$ cat config.mk
export PLATFORM = sky130hd
export DESIGN_NAME = multi_camera_frame_grouper
export DESIGN_NICKNAME = d
export VERILOG_FILES = /design/src/hdl/mcfg_pkg.sv /design/src/hdl/mcfg_ram.sv /design/src/hdl/mcfg_dp.sv /design/src/hdl/mcfg_ctrl.sv /design/src/hdl/multi_camera_frame_grouper.sv
export SDC_FILE = /design/constraint.sdc
export NUM_CORES = 1
export LEC_CHECK = 0
export BUFFER_PORTS_ARGS = -buffer_cell sky130_fd_sc_hd__clkbuf_2
export CORE_MARGIN = 1.5
export CORE_UTILIZATION = 55
export CTS_CLUSTER_DIAMETER = 100
export DETAILED_ROUTE_END_ITERATION = 10
export GPL_TIMING_DRIVEN = 0
export PLACE_DENSITY = 0.85
export SYNTH_ARGS = -nofsm -noshare
export SYNTH_HDL_FRONTEND = slang
export SYNTH_SLANG_ARGS = --single-unit
$ cat constraint.sdc
create_clock -name clk -period 3.62 [get_ports clk]
set_input_delay 0.181 -clock clk [delete_from_list [all_inputs] [get_ports clk]]
set_output_delay 0.181 -clock clk [all_outputs]
set_load 0.02 [all_outputs]
$ cat src/hdl/mcfg_pkg.sv
// ----------------------------------------------------------------------------
// mcfg_pkg
// Shared types for the multi-camera frame grouper: transaction payloads,
// result kinds and the command/status bundles between controller and datapath.
// ----------------------------------------------------------------------------
package mcfg_pkg;

  localparam int CAM_FIELD_W    = 3;
  localparam int HANDLE_FIELD_W = 16;
  localparam int HELD_FIELD_W   = 4;

  typedef enum logic {
    FUNC_ADD   = 1'b0,
    FUNC_FETCH = 1'b1
  } func_t;

  typedef enum logic [1:0] {
    KIND_DELIVERED = 2'd0,
    KIND_FREED     = 2'd1,
    KIND_ADD_DONE  = 2'd2,
    KIND_NOT_READY = 2'd3
  } kind_t;

  typedef struct packed {
    func_t                     func;
    logic [CAM_FIELD_W-1:0]    camera_index;
    logic [HANDLE_FIELD_W-1:0] frame_handle;
  } in_item_t;

  typedef struct packed {
    kind_t                     kind;
    logic [CAM_FIELD_W-1:0]    camera_index_res;
    logic [HANDLE_FIELD_W-1:0] frame_handle_res;
    logic                      last;
    logic [HELD_FIELD_W-1:0]   groups_held;
  } out_item_t;

  // group count reported with a result, relative to the current count
  typedef enum logic [1:0] {
    HELD_CUR,
    HELD_INC,
    HELD_DEC
  } held_t;

  // camera field source of a result
  typedef enum logic [1:0] {
    CAM_NONE,
    CAM_INPUT,
    CAM_CNT
  } cam_sel_t;

  typedef struct packed {
    logic     capture;    // latch the input transaction, clear camera counter
    logic     rd_en;      // read fill mask and handle RAMs
    logic     rd_head;    // 1: oldest group at counter camera, 0: newest at input camera
    logic     cnt_inc;
    logic     wr_en;      // write handle and fill mask
    logic     wr_open;    // 1: open a new group at the tail, 0: update the newest
    logic     pop;        // retire the oldest group
    logic     emit_en;
    kind_t    emit_kind;
    logic     emit_last;
    held_t    held_sel;
    cam_sel_t cam_sel;
  } cmd_t;

  typedef struct packed {
    logic is_fetch;
    logic cam_ok;
    logic waiting;
    logic count_zero;
    logic full;
    logic has_cam;     // fill mask holds the input camera
    logic complete;    // fill mask has every camera
    logic fill_any;
    logic cnt_filled;  // fill mask holds the counter camera
    logic cnt_last;    // counter at the last camera
    logic cnt_is_top;  // counter at the highest filled camera
  } sts_t;

endpackage

$ cat src/hdl/mcfg_ram.sv
// ----------------------------------------------------------------------------
// mcfg_ram
// Generic single-port-write, single-port-read RAM with registered read data.
// ----------------------------------------------------------------------------
module mcfg_ram #(
  parameter int WIDTH = 8,
  parameter int DEPTH = 16
) (
  input  logic                                    clk,
  input  logic                                    wr_en,
  input  logic [(DEPTH > 1 ? $clog2(DEPTH) : 1)-1:0] wr_addr,
  input  logic [WIDTH-1:0]                        wr_data,
  input  logic                                    rd_en,
  input  logic [(DEPTH > 1 ? $clog2(DEPTH) : 1)-1:0] rd_addr,
  output logic [WIDTH-1:0]                        rd_data
);

  logic [WIDTH-1:0] mem_r [DEPTH];
  logic [WIDTH-1:0] rd_data_r;

  always_ff @(posedge clk) begin
    if (wr_en) begin
      mem_r[wr_addr] <= wr_data;
    end
    if (rd_en) begin
      rd_data_r <= mem_r[rd_addr];
    end
  end

  assign rd_data = rd_data_r;

endmodule

$ cat src/hdl/mcfg_dp.sv
// ----------------------------------------------------------------------------
// mcfg_dp
// Datapath: handle and fill-mask RAMs, ring pointers, group count, camera
// counter and the result register.
// ----------------------------------------------------------------------------
module mcfg_dp import mcfg_pkg::*; #(
  parameter int GROUP_DEPTH  = 8,
  parameter int NUM_CAMERAS  = 2,
  parameter int HANDLE_WIDTH = 16
) (
  input  logic      clk,
  input  logic      rst_n,
  input  in_item_t  in_item,
  input  cmd_t      cmd,
  output sts_t      sts,
  output logic      out_valid,
  output out_item_t out_item
);

  localparam int GW        = (GROUP_DEPTH > 1) ? $clog2(GROUP_DEPTH) : 1;
  localparam int CAM_W     = (NUM_CAMERAS > 1) ? $clog2(NUM_CAMERAS) : 1;
  localparam int CNT_W     = $clog2(GROUP_DEPTH + 1);
  localparam int SW        = (HANDLE_WIDTH < HANDLE_FIELD_W) ? HANDLE_WIDTH : HANDLE_FIELD_W;
  localparam int HDL_DEPTH = ((GROUP_DEPTH > 1) ? GROUP_DEPTH : 2) << CAM_W;
  localparam logic [NUM_CAMERAS-1:0] FULL_MASK = '1;

  func_t                  func_r;
  logic [CAM_FIELD_W-1:0] cam_r;
  logic [SW-1:0]          hdl_r;
  logic [CAM_W-1:0]       cnt_r, cnt_nxt;
  logic [GW-1:0]          head_r, head_nxt;
  logic [GW-1:0]          tail_r, tail_nxt;
  logic [CNT_W-1:0]       count_r, count_nxt;
  logic                   waiting_r, waiting_nxt;
  logic                   out_valid_r;
  out_item_t              out_item_r, out_item_nxt;

  logic [CAM_W-1:0]       cam_idx;
  logic [NUM_CAMERAS-1:0] cam_onehot;
  logic [NUM_CAMERAS-1:0] cnt_onehot;
  logic [GW-1:0]          newest;
  logic [GW-1:0]          rd_grp, wr_grp;
  logic [CAM_W-1:0]       rd_cam;
  logic [NUM_CAMERAS-1:0] fill_q, fill_wdata;
  logic [SW-1:0]          hdl_q;
  logic [CAM_W-1:0]       top_cam;
  logic [CNT_W-1:0]       held_val;
  logic                   push;
  logic                   full;

  assign cam_idx    = cam_r[CAM_W-1:0];
  assign cam_onehot = NUM_CAMERAS'(1) << cam_idx;
  assign cnt_onehot = NUM_CAMERAS'(1) << cnt_r;
  assign newest     = (tail_r == '0) ? GW'(GROUP_DEPTH - 1) : tail_r - 1'b1;
  assign rd_grp     = cmd.rd_head ? head_r : newest;
  assign rd_cam     = cmd.rd_head ? cnt_r : cam_idx;
  assign wr_grp     = cmd.wr_open ? tail_r : newest;
  assign fill_wdata = cmd.wr_open ? cam_onehot : (fill_q | cam_onehot);
  assign push       = cmd.wr_en & cmd.wr_open;
  assign full       = (count_r == CNT_W'(GROUP_DEPTH));

  mcfg_ram #(
    .WIDTH (NUM_CAMERAS),
    .DEPTH (GROUP_DEPTH)
  ) u_fill_ram (
    .clk     (clk),
    .wr_en   (cmd.wr_en),
    .wr_addr (wr_grp),
    .wr_data (fill_wdata),
    .rd_en   (cmd.rd_en),
    .rd_addr (rd_grp),
    .rd_data (fill_q)
  );

  mcfg_ram #(
    .WIDTH (SW),
    .DEPTH (HDL_DEPTH)
  ) u_hdl_ram (
    .clk     (clk),
    .wr_en   (cmd.wr_en),
    .wr_addr ({wr_grp, cam_idx}),
    .wr_data (hdl_r),
    .rd_en   (cmd.rd_en),
    .rd_addr ({rd_grp, rd_cam}),
    .rd_data (hdl_q)
  );

  // highest filled camera, marks the final freed handle of a dropped group
  always_comb begin
    top_cam = '0;
    for (int i = 0; i < NUM_CAMERAS; i++) begin
      if (fill_q[i]) top_cam = CAM_W'(i);
    end
  end

  always_comb begin
    sts.is_fetch   = (func_r == FUNC_FETCH);
    sts.cam_ok     = ({1'b0, cam_r} < (CAM_FIELD_W + 1)'(NUM_CAMERAS));
    sts.waiting    = waiting_r;
    sts.count_zero = (count_r == '0);
    sts.full       = full;
    sts.has_cam    = |(fill_q & cam_onehot);
    sts.complete   = (fill_q == FULL_MASK);
    sts.fill_any   = |fill_q;
    sts.cnt_filled = |(fill_q & cnt_onehot);
    sts.cnt_last   = (cnt_r == CAM_W'(NUM_CAMERAS - 1));
    sts.cnt_is_top = (cnt_r == top_cam);
  end

  always_comb begin
    cnt_nxt     = cnt_r;
    head_nxt    = head_r;
    tail_nxt    = tail_r;
    count_nxt   = count_r;
    waiting_nxt = waiting_r;
    if (cmd.capture) begin
      cnt_nxt = '0;
    end else if (cmd.cnt_inc) begin
      cnt_nxt = cnt_r + 1'b1;
    end
    if (cmd.pop) begin
      head_nxt  = (head_r == GW'(GROUP_DEPTH - 1)) ? '0 : head_r + 1'b1;
      count_nxt = count_r - 1'b1;
    end
    if (push) begin
      tail_nxt  = (tail_r == GW'(GROUP_DEPTH - 1)) ? '0 : tail_r + 1'b1;
      count_nxt = count_r + 1'b1;
    end
    if (cmd.wr_en) begin
      waiting_nxt = (fill_wdata != FULL_MASK);
    end
  end

  always_comb begin
    case (cmd.held_sel)
      HELD_INC: held_val = count_r + 1'b1;
      HELD_DEC: held_val = count_r - 1'b1;
      default:  held_val = count_r;
    endcase
    out_item_nxt = out_item_r;
    if (cmd.emit_en) begin
      out_item_nxt.kind = cmd.emit_kind;
      case (cmd.cam_sel)
        CAM_INPUT: out_item_nxt.camera_index_res = cam_r;
        CAM_CNT:   out_item_nxt.camera_index_res = CAM_FIELD_W'(cnt_r);
        default:   out_item_nxt.camera_index_res = '0;
      endcase
      if (cmd.emit_kind == KIND_DELIVERED || cmd.emit_kind == KIND_FREED) begin
        out_item_nxt.frame_handle_res = HANDLE_FIELD_W'(hdl_q);
      end else begin
        out_item_nxt.frame_handle_res = '0;
      end
      out_item_nxt.last        = cmd.emit_last;
      out_item_nxt.groups_held = HELD_FIELD_W'(held_val);
    end
  end

  always_ff @(posedge clk) begin
    if (!rst_n) begin
      cnt_r       <= '0;
      head_r      <= '0;
      tail_r      <= '0;
      count_r     <= '0;
      waiting_r   <= 1'b0;
      out_valid_r <= 1'b0;
    end else begin
      cnt_r       <= cnt_nxt;
      head_r      <= head_nxt;
      tail_r      <= tail_nxt;
      count_r     <= count_nxt;
      waiting_r   <= waiting_nxt;
      out_valid_r <= cmd.emit_en;
    end
  end

  always_ff @(posedge clk) begin
    if (cmd.capture) begin
      func_r <= in_item.func;
      cam_r  <= in_item.camera_index;
      hdl_r  <= in_item.frame_handle[SW-1:0];
    end
    out_item_r <= out_item_nxt;
  end

  assign out_valid = out_valid_r;
  assign out_item  = out_item_r;

  a_count_bound: assert property (@(posedge clk) disable iff (!rst_n)
    count_r <= CNT_W'(GROUP_DEPTH))
    else $error("group count above depth");

  a_waiting_has_group: assert property (@(posedge clk) disable iff (!rst_n)
    waiting_r |-> count_r != '0)
    else $error("incomplete newest group with an empty FIFO");

  a_open_not_full: assert property (@(posedge clk) disable iff (!rst_n)
    push |-> !full)
    else $error("group opened while FIFO full");

endmodule

$ cat src/hdl/mcfg_ctrl.sv
// ----------------------------------------------------------------------------
// mcfg_ctrl
// Controller: sequences add, replace, drop and fetch over the datapath,
// one transaction at a time.
// ----------------------------------------------------------------------------
module mcfg_ctrl import mcfg_pkg::*; (
  input  logic clk,
  input  logic rst_n,
  input  logic start,
  output logic busy,
  input  sts_t sts,
  output cmd_t cmd
);

  typedef enum logic [2:0] {
    S_IDLE,
    S_DECIDE,
    S_REPLACE,
    S_DROP_EM,
    S_DROP_RD,
    S_OPEN,
    S_FETCH_EM,
    S_FETCH_RD
  } state_t;

  state_t state_r, state_nxt;
  logic   dropped_r, dropped_nxt;

  always_comb begin
    cmd         = '0;
    state_nxt   = state_r;
    dropped_nxt = dropped_r;
    unique case (state_r)
      S_IDLE: begin
        if (start) begin
          cmd.capture = 1'b1;
          state_nxt   = S_DECIDE;
        end
      end
      S_DECIDE: begin
        if (sts.is_fetch) begin
          if (sts.count_zero) begin
            cmd.emit_en   = 1'b1;
            cmd.emit_kind = KIND_NOT_READY;
            cmd.emit_last = 1'b1;
            state_nxt     = S_IDLE;
          end else begin
            cmd.rd_en   = 1'b1;
            cmd.rd_head = 1'b1;
            state_nxt   = S_FETCH_EM;
          end
        end else if (!sts.cam_ok) begin
          cmd.emit_en   = 1'b1;
          cmd.emit_kind = KIND_ADD_DONE;
          cmd.emit_last = 1'b1;
          state_nxt     = S_IDLE;
        end else if (sts.waiting && !sts.count_zero) begin
          cmd.rd_en = 1'b1;
          state_nxt = S_REPLACE;
        end else if (sts.full) begin
          cmd.rd_en   = 1'b1;
          cmd.rd_head = 1'b1;
          dropped_nxt = 1'b1;
          state_nxt   = S_DROP_EM;
        end else begin
          dropped_nxt = 1'b0;
          state_nxt   = S_OPEN;
        end
      end
      S_REPLACE: begin
        cmd.wr_en     = 1'b1;
        cmd.emit_en   = 1'b1;
        cmd.emit_last = 1'b1;
        if (sts.has_cam) begin
          cmd.emit_kind = KIND_FREED;
          cmd.cam_sel   = CAM_INPUT;
        end else begin
          cmd.emit_kind = KIND_ADD_DONE;
        end
        state_nxt = S_IDLE;
      end
      S_DROP_EM: begin
        if (sts.cnt_filled) begin
          cmd.emit_en   = 1'b1;
          cmd.emit_kind = KIND_FREED;
          cmd.cam_sel   = CAM_CNT;
          cmd.emit_last = sts.cnt_is_top;
        end
        if (sts.cnt_last) begin
          cmd.pop   = 1'b1;
          state_nxt = S_OPEN;
        end else begin
          cmd.cnt_inc = 1'b1;
          state_nxt   = S_DROP_RD;
        end
      end
      S_DROP_RD: begin
        cmd.rd_en   = 1'b1;
        cmd.rd_head = 1'b1;
        state_nxt   = S_DROP_EM;
      end
      S_OPEN: begin
        cmd.wr_en   = 1'b1;
        cmd.wr_open = 1'b1;
        // fill mask still holds the dropped group here
        if (!(dropped_r && sts.fill_any)) begin
          cmd.emit_en   = 1'b1;
          cmd.emit_kind = KIND_ADD_DONE;
          cmd.emit_last = 1'b1;
          cmd.held_sel  = HELD_INC;
        end
        state_nxt = S_IDLE;
      end
      S_FETCH_EM: begin
        cmd.emit_en = 1'b1;
        if (!sts.complete) begin
          cmd.emit_kind = KIND_NOT_READY;
          cmd.emit_last = 1'b1;
          state_nxt     = S_IDLE;
        end else begin
          cmd.emit_kind = KIND_DELIVERED;
          cmd.cam_sel   = CAM_CNT;
          cmd.emit_last = sts.cnt_last;
          cmd.held_sel  = HELD_DEC;
          if (sts.cnt_last) begin
            cmd.pop   = 1'b1;
            state_nxt = S_IDLE;
          end else begin
            cmd.cnt_inc = 1'b1;
            state_nxt   = S_FETCH_RD;
          end
        end
      end
      S_FETCH_RD: begin
        cmd.rd_en   = 1'b1;
        cmd.rd_head = 1'b1;
        state_nxt   = S_FETCH_EM;
      end
      default: begin
        state_nxt = S_IDLE;
      end
    endcase
  end

  always_ff @(posedge clk) begin
    if (!rst_n) begin
      state_r   <= S_IDLE;
      dropped_r <= 1'b0;
    end else begin
      state_r   <= state_nxt;
      dropped_r <= dropped_nxt;
    end
  end

  assign busy = (state_r != S_IDLE);

  a_accept_busy: assert property (@(posedge clk) disable iff (!rst_n)
    start && !busy |=> busy)
    else $error("no work started after an accepted transaction");

  a_fetch_pop_last: assert property (@(posedge clk) disable iff (!rst_n)
    cmd.pop && state_r == S_FETCH_EM |-> cmd.emit_en && cmd.emit_last)
    else $error("fetch pop without final delivered handle");

  a_pop_states: assert property (@(posedge clk) disable iff (!rst_n)
    cmd.pop |-> state_r == S_DROP_EM || state_r == S_FETCH_EM)
    else $error("group retired outside drop or fetch");

endmodule

$ cat src/hdl/multi_camera_frame_grouper.sv
// ----------------------------------------------------------------------------
// multi_camera_frame_grouper
// FIFO of frame groups, one handle slot per camera. Adds fill the newest
// incomplete group (replacing and freeing an old handle) or open a new one,
// dropping the oldest group when full; fetches pop a complete oldest group.
// ----------------------------------------------------------------------------
//  channel   direction  handshake                  payload
//  input     in         start / busy               in_item  (in_item_t)
//  result    out        out_valid strobe, 1 cycle  out_item (out_item_t)
//
//  An add that drops the oldest group and a fetch that delivers both walk
//  the N = NUM_CAMERAS handle slots of the oldest group in turn. The handle
//  RAM has a single registered read port, so each handle is read into its
//  read register before the result that carries it is emitted.
//  Reset is synchronous, active low; the RAMs are not cleared and need no
//  clearing pass. Each result shows for one cycle; the receiver cannot stall.
// ----------------------------------------------------------------------------
module multi_camera_frame_grouper import mcfg_pkg::*; #(
  parameter int GROUP_DEPTH  = 8,
  parameter int NUM_CAMERAS  = 2,
  parameter int HANDLE_WIDTH = 16
) (
  input  logic      clk,
  input  logic      rst_n,
  input  logic      start,
  output logic      busy,
  input  in_item_t  in_item,
  output logic      out_valid,
  output out_item_t out_item
);

  cmd_t cmd;
  sts_t sts;

  mcfg_ctrl u_ctrl (
    .clk   (clk),
    .rst_n (rst_n),
    .start (start),
    .busy  (busy),
    .sts   (sts),
    .cmd   (cmd)
  );

  mcfg_dp #(
    .GROUP_DEPTH  (GROUP_DEPTH),
    .NUM_CAMERAS  (NUM_CAMERAS),
    .HANDLE_WIDTH (HANDLE_WIDTH)
  ) u_dp (
    .clk       (clk),
    .rst_n     (rst_n),
    .in_item   (in_item),
    .cmd       (cmd),
    .sts       (sts),
    .out_valid (out_valid),
    .out_item  (out_item)
  );

endmodule

After elaboration in Yosys (flattened, before gate mapping)
Memories as Yosys holds them, arrays and structs flattened. A register that Yosys moved wholly into a read port is not among the register bits. Index checks and enable logic that the tools add are counted.

Memories kept: 2. Register bits: 63. Memory bits (read-only): 0. Bits in writable memories: 272. Output and inout port bits: 28. Bits in latches: 0. Logic and storage cells: 125.

Div/mod/pow operators: 0. Multipliers: 0. Muxes and demuxes: 55. Bitwise gates (word level): 7. $add $sub $neg: 6. Reductions and logical operators: 17. Equality and inequality tests: 19. Order comparisons: 1. Shift-type cells: 2.

Memories: u_dp.u_hdl_ram.mem_r (depth 16, width 16, read ports 1, clocked after memory_dff 1, write ports 1, RTL line mcfg_ram.sv:18) `logic [WIDTH-1:0] mem_r [DEPTH];`; u_dp.u_fill_ram.mem_r (depth 8, width 2, read ports 1, clocked after memory_dff 1, write ports 1, RTL line mcfg_ram.sv:18).

Operators by type and width (count): $mux W3 (14); $mux W4 (7); $pmux W3 S7 (1); $pmux W4 S5 (1); $eq A3 B3 Y1 const B (6); $mux W1 (17); $mux W2 (7); $reduce_or A2 Y1 (6); $pmux W2 S2 (2); $pmux W4 S2 (1); $add A3 B1 Y3 const B (2); $eq A2 B1 Y1 const B (3); $eq A2 B2 Y1 const B (3); $eq A3 B2 Y1 const B (2); $logic_not A3 Y1 (2); $mux W6 (1); $pmux W2 S3 (1); $pmux W3 S2 (1); $add A4 B1 Y4 const B (1); $and A2 B2 Y2 (2); $eq A4 B4 Y1 const B (1); $logic_not A4 Y1 (1); $ne A2 B2 Y1 const B (2); $pmux W1 S2 (2); other kinds (17) (21).

Longest topological paths before layout
Depth after elaboration: 8. Mapped depth: 12.

Hierarchy
From an unflattened synthesis, not the netlist that was laid out.

Cell total of the unflattened synthesis: 741. Area total of the unflattened synthesis: 13995.9 sq um.

By module, submodules not included: mcfg_ram at u_dp.u_hdl_ram (cells each 432, sequential area each 8167.8 sq um, instances 1, area an instance 10202.3 sq um); mcfg_dp (cells each 193, sequential area each 1641.6 sq um, instances 1, area an instance 2546.2 sq um); mcfg_ram at u_dp.u_fill_ram (cells each 37, sequential area each 540.5 sq um, instances 1, area an instance 726.9 sq um); mcfg_ctrl (cells each 79, sequential area each 80.1 sq um, instances 1, area an instance 520.5 sq um).

Worst setup path after synthesis
OpenSTA, ideal clock, no wires.

Path type: register to register. Start: register u_ctrl.state_r[2]. End: memory u_dp.u_hdl_ram.mem_r[10][0] (netlist name) (enable). Setup time: 430 ps. Data arrival time: 3043 ps. Period minus slack after synthesis: 3473 ps. Data required time: 3190 ps. Slack: 147 ps. Cell stages (with the launch flop): 7. Path buffers: 2. Path through: dfxtp_1 -> clkbuf_1 -> inv_1 -> nor2_1 -> clkbuf_1 -> a21boi_1 -> nor4_1.

Word-level cells in the longest chain between the ends: 5. Elaborated cells on any way between the ends: 8. Classes of those cells: eq/ne: 2; mux: 5; reduce/logical: 1.

RTL lines: start: declaration (RTL line mcfg_ctrl.sv:26) `state_t state_r, state_nxt;`; start signal: assignment (RTL line mcfg_ctrl.sv:150) `state_r <= state_nxt;`; $eq A3 B2 Y1 / $eq A3 B3 Y1 (equally long branches) (RTL line mcfg_ctrl.sv:33) `unique case (state_r)`; $reduce_or A2 Y1 (no source line); $mux W1 (RTL line mcfg_ctrl.sv:33); $mux W1 (RTL line mcfg_ram.sv:22) `if (wr_en) begin`; $mux W1 (implied by the code) (RTL line mcfg_ram.sv:23) `mem_r[wr_addr] <= wr_data;`; end: declaration (RTL line mcfg_ram.sv:18).

Parallel ways exist; a longest one is shown, timed or not.

Final worst setup path
Start: register u_dp.count_r[0]. End: register u_dp.u_hdl_ram.rd_data_r[11], in the netlist u_dp.u_hdl_ram.rd_data[11], read port of u_dp.u_hdl_ram.mem_r (data pin).

Word-level cells in the longest chain between the ends: 8. Elaborated cells on any way between the ends: 13. Classes of those cells: eq/ne: 1; mux: 9; reduce/logical: 3.

RTL lines: start: declaration (RTL line mcfg_dp.sv:33) `logic [CNT_W-1:0] count_r, count_nxt;`; start signal: assignment (RTL line mcfg_dp.sv:170) `count_r <= count_nxt;`; $logic_not A4 Y1 (RTL line mcfg_dp.sv:100) `sts.count_zero = (count_r == '0);`; $logic_not A1 Y1 (RTL line mcfg_ctrl.sv:57) `end else if (sts.waiting && !sts.count_zero) begin`; $logic_and A1 B1 Y1 (RTL line mcfg_ctrl.sv:57); $mux W1 (RTL line mcfg_ctrl.sv:57); $mux W2 (RTL line mcfg_ctrl.sv:52) `end else if (!sts.cam_ok) begin`; $mux W2 * (RTL line mcfg_ctrl.sv:41) `if (sts.is_fetch) begin`; $pmux W2 S2 * (RTL line mcfg_ctrl.sv:33); $mux W1 / $mux W3 (equally long branches) (RTL line mcfg_dp.sv:56, mcfg_dp.sv:55); end: declaration (RTL line mcfg_ram.sv:19) `logic [WIDTH-1:0] rd_data_r;`.

Every way passes the cells marked *; elsewhere a longest branch is shown, timed or not. A chain may end at the register's enable or synchronous reset.

==> results.sh <==
export IMPL_ys_seq_area_frac=0.747
export IMPL_status="completed"
export IMPL_worstHoldPathCells=2
export IMPL_grt_pass1_vias=7933
export IMPL_setup_tns_ns=0
export IMPL_skew_ns=0.0261
export IMPL_period_needed_ns=3.53
export IMPL_max_slew_margin_rel=0.189
export IMPL_hp_start="in_item[4]"
export IMPL_antenna_cells=0
export IMPL_die_x_microns=162
export IMPL_timing_rr_start="u_dp.count_r[0]"
export IMPL_grt_usage=0.236
export IMPL_grt_ovfl_total=0
export IMPL_ys_ff_latch=353
export IMPL_ir_worst_vdd_mv=0.338
export IMPL_path_clk_slew_ns=0.06
export IMPL_hold_class="in -> reg"
export IMPL_fp_coreArea_sq_um=25000
export IMPL_final_cell_area_sq_um=16200
export IMPL_hpwl_mm=19.8
export IMPL_drt_initial_drc_count=1055
export IMPL_dpl_cell_area_sq_um=14800
export IMPL_clockRootBuffer="clkbuf_16"
export IMPL_synthFlopType="edfxtp_1"
export IMPL_vias=8098
export IMPL_dp_cells=1229
export IMPL_slowest_stage="or4_1"
export IMPL_start_util=0.558
export IMPL_crit_buf_inv=3
export IMPL_vias_per_cell=6.15
export IMPL_die_y_microns=162
export IMPL_num_nets_final=996
export IMPL_leakage_nw=5.81
export IMPL_path_max_fanout=10
export IMPL_cp_cell_sequence="inv_1, ha_2, or3b_2, nand2_2, o21ai_4, buf_12, mux2_2, nand3_1, buf_4, o22ai_1, or4_1"
export IMPL_nFillCells=1665
export IMPL_hold_path_end="u_dp.hdl_r[4]"
export IMPL_r2r_end="u_dp.u_hdl_ram.rd_data[11]"
export IMPL_synth_edf_count=336
export IMPL_antenna_found_initial=1
export IMPL_finalCritPeriodShare=0.975
export IMPL_wl_mm=30.8
export IMPL_fin_cells=1317
export IMPL_grt_max_degree=28
export IMPL_grt_pass1_wl_mm=45.9
export IMPL_clock_fmax_mhz=283
export IMPL_crit_family="simple AND/OR/NAND/NOR gates"
export IMPL_gp_congestion=0.853
export IMPL_synth_cell_type_count=51
export IMPL_wl_per_cell_microns=23.4
export IMPL_synth_async_reset_ratio=0
export IMPL_syn_area_per_cell_sq_um=16.7
export IMPL_fin_util=0.648
export IMPL_cts_tree="done"
export IMPL_drive_gt1_frac=0.175
export IMPL_cts_buffers=36
export IMPL_die_area_sq_um=26400
export IMPL_clock_path_buffers=3
export IMPL_maxCapViolCount=0
export IMPL_multi_input_area_sq_um=3340
export IMPL_r2r_slack_ns=0.09
export IMPL_p_per_area_nw_per_um2=513
export IMPL_drt_antenna_violating_nets=0
export IMPL_worstPathRequired_ns=3.85
export IMPL_rsz0062_at_grt="yes"
export IMPL_synth_top_area_frac=0.722
export IMPL_syn_inst=837
export IMPL_insertion_delay_ns=0.53
export IMPL_drc=0
export IMPL_pre_cts_ws_ns=-0.316
export IMPL_synth_commonest_cells="edfxtp_1 (336), mux2i_1 (147), o22ai_1 (67)"
export IMPL_cts_sinks=353
export IMPL_yosys_cell_count_top_type="edfxtp_1"
export IMPL_dr_pass1_iters=5
export IMPL_row_count=58
export IMPL_hold_viol=0
export IMPL_path_class="reg -> reg"
export IMPL_worst_slew_pin_slew_ns=1.22
export IMPL_io_buffers=50
export IMPL_synthesis_area_sq_um=14000
export IMPL_cp_end_kind="flip-flop"
export IMPL_yosysTopAreaCell="edfxtp_1"
export IMPL_ff_latch_area_sq_um=10400
export IMPL_final_max_slew_violation_count=0
export IMPL_r2r_cells=11
export IMPL_io_pins=51
export IMPL_startpoint_type="flip-flop"
export IMPL_htreeDepth=2
export IMPL_synth_warnings=0
export IMPL_fin_ws_ns=0.0893
export IMPL_setup_viol=0
export IMPL_area_growth_pct=16.2
export IMPL_max_stage_delay_ns=0.58
export IMPL_netlist_top_cells_area="edfxtp_1 (72%), mux2i_1 (11%), o22ai_1 (3.0%), dfxtp_1 (2.4%), ha_1 (1.1%)"
export IMPL_syn_nets=872
export IMPL_crit_arrival_ns=3.76
==> registers in the layout (all words and copies together), names as in the netlist <==
| name | cells |
|---|---|
| u_dp.out_valid | 1 |
| u_dp.cam_r | 3 |
| u_dp.hdl_r | 16 |
| u_dp.out_item | 26 |
| u_dp.count_r | 4 |
| u_dp.head_r | 3 |
| u_ctrl.dropped_r | 1 |
| u_dp.waiting_r | 1 |
| u_dp.u_hdl_ram.mem_r | 256 |
| u_dp.u_hdl_ram.rd_data | 16 |
| u_dp.cnt_r | 1 |
| u_ctrl.state_r | 3 |
| u_dp.u_fill_ram.mem_r | 16 |
| u_dp.u_fill_ram.rd_data | 2 |
| u_dp.tail_r | 3 |
| u_dp.func_r | 1 |
==> through the flow <==
stage / hold slack [ns] / power [mW]
4_1_cts: 0.356 / 8.33
3_3_place_gp: 0.358 / 4.88
2_1_floorplan: 0.280 / 4.79
6_report: 0.367 / 8.32
5_1_grt: 0.361 / 8.52
3_5_place_dp: 0.360 / 4.90
==> how the worst max path moves through the flow <==
| stage | slack [ns] | to | depth (start not counted) | start |
|---|---|---|---|---|
| detailed placement | -0.32 | u_dp.u_hdl_ram.rd_data[3] | 11 | u_dp.count_r[0] |
| CTS | 0.03 | u_dp.u_hdl_ram.rd_data[10] | 11 | u_dp.count_r[0] |
| floorplan | 0.15 | u_dp.u_hdl_ram.mem_r[10][0] | 6 | u_ctrl.state_r[2] |
| finish | 0.09 | u_dp.u_hdl_ram.rd_data[11] | 11 | u_dp.count_r[0] |
| global route | -0.02 | u_dp.u_hdl_ram.mem_r[9][12] | 7 | u_ctrl.state_r[2] |
| global placement | -1.62 | u_dp.u_hdl_ram.mem_r[10][4] | 6 | u_ctrl.state_r[2] |
==> layout make-up <==
class | count | area share
inverter | 19 | 0.00439
sequential | 353 | 0.643
multi-input combinational | 425 | 0.206
buffer | 40 | 0.0163
clock inverter | 22 | 0.0103
clock buffer | 42 | 0.0569
tap | 330 | 0.0254
timing repair buffer | 86 | 0.0381
==> worst reg2reg max path, cell delays in order (launching register included) <==
cell     delay [ns]
dfxtp_1        0.37
inv_1          0.10
ha_2           0.23
or3b_2         0.49
nand2_2        0.14
o21ai_4        0.08
buf_12         0.15
mux2_2         0.32
nand3_1        0.38
buf_4          0.29
o22ai_1        0.12
or4_1          0.58
==> cell usage in the layout (no fill, tap or decap), types with 3 or more instances in the layout <==
cell,synthesis,layout
mux2i_1,147,145
a21boi_0,4,4
dfxtp_1,17,17
nor3_1,15,11
clkbuf_2,3,53
o22ai_1,67,67
o21ai_1,2,3
nor4_2,0,3
and2_2,0,6
nand3_1,12,10
buf_4,13,26
clkinv_2,0,6
clkbuf_1,11,17
ha_1,12,11
edfxtp_1,336,336
buf_6,1,9
nand3_2,1,3
or4_1,16,16
inv_1,19,19
or3_1,6,6
clkinv_1,0,10
o21ai_0,16,14
clkbuf_16,0,36
a22oi_1,4,4
and3_1,17,17
mux2_2,4,4
a21oi_1,9,9
nor2b_1,7,6
dlygate4sd3_1,0,22
nor3_2,0,4
nor2_1,15,15
nand2_1,23,23
and2_1,16,10
==> where the power goes <==
part | leakage, nW | internal [mW] | switching (mW) | total, mW
clock | 0.530 | 1.97 | 1.50 | 3.47
sequential | 3.18 | 4.51 | 0.0600 | 4.57
combinational | 2.10 | 0.118 | 0.163 | 0.281
total | 5.81 | 6.60 | 1.72 | 8.32
==> metal layers <==
layer / up-vias / global-route usage / wire length, microns
li1: 3551 / - / -
met1: 3938 / 0.314 / 11800
met2: 528 / 0.388 / 14800
met3: 79 / 0.0479 / 3160
met4: 2 / 0.0913 / 961
met5: - / 0 / 13
==> what timing repair did <==
item                                    in CTS  in global routing
hold buffers                                22                  0
buffers inserted                             0                  2
resized for setup                           17                 12
pin swaps                                    0                  1
endpoints found under the setup margin      36                103
hold endpoints to repair                    26                  0
==> kinds of logic (layout without fill, tap and decap cells) <==
group           count (synthesis)  after routing  synth area share
compound gates                120            120            0.0553
xor+xnor                        2              2           0.00125
fa+ha+maj                      12             12            0.0107
buf+inv                        59            209            0.0212
flops                         353            353             0.747
mux                           151            151             0.109
simple gates                  140            140            0.0563
No activity file was read; power rests on OpenSTA's default activity.
